--- config.mk ---
export PLATFORM = sky130hd
export DESIGN_NAME = mbh_divider
export DESIGN_NICKNAME = d
export VERILOG_FILES = /design/src/sv/masked_binned_histogram_16bit_macros.svh /design/src/sv/mbh_pkg.sv /design/src/sv/mbh_divider.sv
export SDC_FILE = /design/constraint.sdc
export NUM_CORES = 1
export LEC_CHECK = 0
export BUFFER_PORTS_ARGS = -buffer_cell sky130_fd_sc_hd__buf_4
export CAP_MARGIN = 10
export CORE_ASPECT_RATIO = 0.9
export CORE_MARGIN = 5
export CORE_UTILIZATION = 55
export DETAILED_ROUTE_END_ITERATION = 8
export GPL_TIMING_DRIVEN = 0
export PLACE_DENSITY = 0.8
export SLEW_MARGIN = 30
export SYNTH_ARGS = -nofsm -noshare
export SYNTH_HDL_FRONTEND = slang
export SYNTH_SLANG_ARGS = --single-unit
export TNS_END_PERCENT = 50
--- constraint.sdc ---
create_clock -name clk -period 7.5 [get_ports clk]
set_input_delay 1.125 -clock clk [delete_from_list [all_inputs] [get_ports clk]]
set_output_delay 1.125 -clock clk [all_outputs]
set_load 0.03 [all_outputs]
--- src/sv/masked_binned_histogram_16bit_macros.svh ---
// ----------------------------------------------------------------------------
// Assertion macros for the masked binned histogram
// Clocked implication checks with reset disable.
// ----------------------------------------------------------------------------
`ifndef MASKED_BINNED_HISTOGRAM_16BIT_MACROS_SVH
`define MASKED_BINNED_HISTOGRAM_16BIT_MACROS_SVH

// same-cycle implication
`define MBH_ASSERT_IMPL(name, ante, cons, msg) \
  name: assert property (@(posedge clk) disable iff (rst) (ante) |-> (cons)) \
    else $error(msg);

// next-cycle implication
`define MBH_ASSERT_NEXT(name, ante, cons, msg) \
  name: assert property (@(posedge clk) disable iff (rst) (ante) |=> (cons)) \
    else $error(msg);

`endif

--- src/sv/mbh_pkg.sv ---
// ----------------------------------------------------------------------------
// mbh_pkg
// Types and constants shared by the masked binned histogram modules.
// ----------------------------------------------------------------------------
package mbh_pkg;

  typedef enum logic [1:0] {
    REQ_CLEAR      = 2'd0,
    REQ_PIXEL      = 2'd1,
    REQ_READ_BIN   = 2'd2,
    REQ_READ_STATS = 2'd3
  } req_t;

  typedef enum logic [1:0] {
    REG_RANGE_LOW    = 2'd0,
    REG_RANGE_HIGH   = 2'd1,
    REG_BIN_WIDTH    = 2'd2,
    REG_REGION_LABEL = 2'd3
  } reg_index_t;

  localparam logic KIND_BIN   = 1'b0;
  localparam logic KIND_STATS = 1'b1;

  localparam logic [15:0] MIN_INIT      = 16'hFFFF;
  localparam logic [31:0] CNT_MAX       = 32'hFFFF_FFFF;
  localparam logic [8:0]  BIN_WIDTH_MAX = 9'd256;

  localparam int DIV_STEPS = 16;
  localparam int DIV_CNT_W = $clog2(DIV_STEPS);

  typedef enum logic [7:0] {
    S_CLEAR = 8'b0000_0001,
    S_IDLE  = 8'b0000_0010,
    S_LIM   = 8'b0000_0100,
    S_IDX   = 8'b0000_1000,
    S_UPD   = 8'b0001_0000,
    S_BIN   = 8'b0010_0000,
    S_MEAN  = 8'b0100_0000,
    S_OUT   = 8'b1000_0000
  } state_t;

  typedef struct packed {
    logic        start;
    logic [31:0] rem_init;
    logic [15:0] low;
    logic [31:0] divisor;
  } div_req_t;

  typedef struct packed {
    logic        busy;
    logic        done;
    logic [15:0] quotient;
  } div_rsp_t;

endpackage

--- src/sv/mbh_divider.sv ---
// ----------------------------------------------------------------------------
// mbh_divider
// Restoring divider, one quotient bit per cycle, 16-bit quotient.
// ----------------------------------------------------------------------------
module mbh_divider (
  input  logic             clk,
  input  logic             rst,
  input  mbh_pkg::div_req_t req,
  output mbh_pkg::div_rsp_t rsp
);
  import mbh_pkg::*;

  logic [31:0]          rem;
  logic [15:0]          quo;
  logic [31:0]          dvs;
  logic [DIV_CNT_W-1:0] cnt;
  logic                 busy;
  logic                 done;

  logic [32:0] trial;
  logic [32:0] diff;
  logic        ge;

  always_comb begin
    trial = {rem, quo[15]};
    diff  = trial - {1'b0, dvs};
    ge    = (trial >= {1'b0, dvs});
  end

  always_ff @(posedge clk) begin
    if (rst) begin
      busy <= 1'b0;
      done <= 1'b0;
      cnt  <= '0;
    end else begin
      done <= 1'b0;
      if (req.start) begin
        busy <= 1'b1;
        cnt  <= '0;
      end else if (busy) begin
        if (cnt == DIV_CNT_W'(DIV_STEPS - 1)) begin
          busy <= 1'b0;
          done <= 1'b1;
        end else begin
          cnt <= cnt + 1'b1;
        end
      end
    end
  end

  always_ff @(posedge clk) begin
    if (req.start) begin
      rem <= req.rem_init;
      quo <= req.low;
      dvs <= req.divisor;
    end else if (busy) begin
      rem <= ge ? diff[31:0] : trial[31:0];
      quo <= {quo[14:0], ge};
    end
  end

  assign rsp.busy     = busy;
  assign rsp.done     = done;
  assign rsp.quotient = quo;

endmodule
==> flow_summary_export.csv <==
group,metric,value,unit
status,run_status,"finished, final reports clean",
placement,portBuffers,100,
sta,holdWs,0.487,ns
sta,slew_viol_final,0,
synth,yosys_register_bits,86,
global_routing,grt_first_pass_wirelength,20700,um
clocking,clock_latency,0.38,ns
power,p_per_area,316,mW/mm^2
sta,min_period_over_period,0.561,
synth,synthFlopType,"edfxtp_1",
clocking,clk_pin_slew_worst_paths,0.10,ns
detailed_routing,antenna_left,0,
layout,antennaDiodeCount,0,
critical_path,crit_required,7.64,ns
placement,post-dp-hpwl,9350,um
flow_run,maxCapViolCount,0,
detailed_routing,wl_per_cell,17.3,um
layout,area_delta_synth_final,21.3,%
clocking,hold_buffers,0,
die,die-width,114,um
detailed_routing,vias,4196,
layout,post_route_cells_drive_above_1_share,0.262,
clocking,post_cts_buffers,0,
clocking,cts_sinks,86,
sta,fmaxAchievable,0.238,GHz
sta,hold_violations,0,
clocking,cts_root_buffer,"clkbuf_8",
clocking,cts_tree,"yes",
detailed_routing,drc,0,
clocking,htree_levels,3,
layout,regArea,0.00252,sq mm
critical_path,cp-end-kind,"flop",
die,fp.dieArea,0.0118,sq mm
clocking,clockBufferDepth,2,
synth,synth_warnings,0,
critical_path,critPathLaunchType,"flop",
power,peakVddDrop,0.160,mV
sta,rsz0062_at_grt,"false",
power,comb_power_share,0.484,
global_routing,grt_max_degree,49,
layout,nFillCells,723,
die,core_area,0.00957,sq mm
sta,fin_crit,4.21,ns
sta,finalSetupTns,0,ns
global_routing,grt_usage,0.224,
critical_path,arrival,4.34,ns
sta,finalSetupViolCount,0,
die,start_util,0.558,
detailed_routing,vias_per_cell,5.72,
power,swShare,0.380,
power,power,2.05,mW
critical_path,critPathKind,"flop to flop",
synth,synth_cell_types,54,
placement,dp.cells,718,
global_routing,grt_pass1_vias,4286,
layout,final_common_cell,"buf_4",
power,p_leak,2.74,nW
synth,syn_area_per_cell,10.8,sq um
detailed_routing,routed_wl,12700,um
detailed_routing,drt-initial-drc-count,241,
synth,synth_edf_count,80,
global_routing,grt_overflow,0,
power,p_int,1.27,mW
placement,place_area,0.00625,sq mm
layout,finalInstanceArea,0.00647,sq mm
sta,worst-slew-pin-transition,0.724,ns
sta,max-slew-margin-rel,0.517,
power,p_seq_frac,0.338,
layout,final_cell_mix,"buf_4 (102), edfxtp_1 (80), a21oi_1 (46), inv_1 (40), mux2_2 (34)",
synth,synth_cells,492,
layout,nets,720,
layout,layout.cells.non_filler,734,
synth,synth_area,0.00534,sq mm
placement,gp_congestion,0.992,
global_routing,antenna_found_initial,0,
synth,ys_seq_area_frac,0.473,
die,row_count,34,
critical_path,path_max_fanout,3,
clocking,cts_inserted_buffers,9,
die,dieHeight,103,um
power,p_sw,0.778,mW
clocking,post_cts_resized,0,
power,p_clk_frac,0.178,
synth,synth_nets,609,
layout,multi_input_area,0.00258,sq mm
detailed_routing,dr.pass1.iters,5,
synth,async_flop_share,0,
worst_hold_path,min_path_type,"flop to flop",
sta,skew,0.0205,ns
die,io_pins,101,
-- registers in the layout (all words and copies together) (netlist names) --
name  count
quo      16
busy      1
cnt       4
rem      32
done      1
dvs      32
-- worst paths after layout --
kind / end / start / depth (start not counted) / slack [ns]
worst max-delay path: rem[30] / quo[15] / 14 / 3.29
worst min-delay path: done / cnt[3] / 2 / 0.49
worst max register to register: rem[30] / quo[15] / 14 / 3.29
worst min register to register: done / cnt[3] / 2 / 0.49
-- logic make-up after synthesis --
family,Yosys count,share of synthesized area
buffers and inverters,59,0.0436
multiplexers,52,0.108
XOR/XNOR,28,0.0459
flip-flops,86,0.473
adder cells (fa/ha/maj),34,0.0811
AND/OR/NAND/NOR,118,0.110
AO/OA/AOI/OAI,115,0.139
-- synth_stat cells, drive strengths merged, types with 7 or more instances --
cell     n  area [sq um]
inv     40           150
a21o    11          82.6
a221o    7          70.1
ha      33           413
clkbuf  13          48.8
nor2    28           105
nand2   29           116
nand2b   7          43.8
nor3    10          50.1
a21oi   46           230
mux2    46           518
edfxtp  80          2400
o21ai   22           110
nand3   15          75.1
xnor2   23           201
-- metal layers --
| layer | wire, um | vias to the layer above | GRT usage |
|---|---|---|---|
| met3 | 1060 | 30 | 0.0716 |
| met1 | 5420 | 1966 | 0.277 |
| met5 | 0 | - | 0 |
| met4 | 277 | 0 | 0.0721 |
| li1 | - | 2032 | - |
| met2 | 5940 | 168 | 0.378 |
-- critical path, cell delays in order (launching register included) --
cell	delay (ns)
edfxtp_1	0.43
inv_1	0.08
ha_1	0.16
inv_1	0.05
fa_1	0.40
a21o_1	0.21
a221o_1	0.38
a32o_1	0.27
o21ai_1	0.29
o21ai_1	0.16
a221o_1	0.38
o41ai_1	0.45
xnor2_1	0.14
mux2_1	0.30
mux2_2	0.27
-- cell type report --
| class | instances | share of cell area |
|---|---|---|
| Sequential cell | 86 | 0.390 |
| Buffer | 19 | 0.0128 |
| Timing Repair Buffer | 100 | 0.116 |
| Multi-Input combinational cell | 347 | 0.399 |
| Inverter | 40 | 0.0232 |
| Clock inverter | 4 | 0.00580 |
| Tap cell | 126 | 0.0244 |
| Clock buffer | 12 | 0.0290 |
-- metrics by stage --
step / util / worst slack (ns)
after floorplan: - / 3.73
after detailed placement: 0.653 / 3.35
after global routing: 0.676 / 3.13
after global placement: 0.653 / 3.44
after CTS: 0.676 / 3.33
final: 0.676 / 3.29
-- power groups by stage --
stage | Combinational (mW) | Sequential, mW | Clock [mW]
5_1_grt | 1.10 | 0.702 | 0.395
3_5_place_dp | 0.976 | 0.702 | 0
6_report | 0.992 | 0.692 | 0.364
4_1_cts | 0.983 | 0.692 | 0.373
2_1_floorplan | 0.732 | 0.706 | 0
3_3_place_gp | 0.948 | 0.697 | 0
Power figures use the tool's default switching activity.
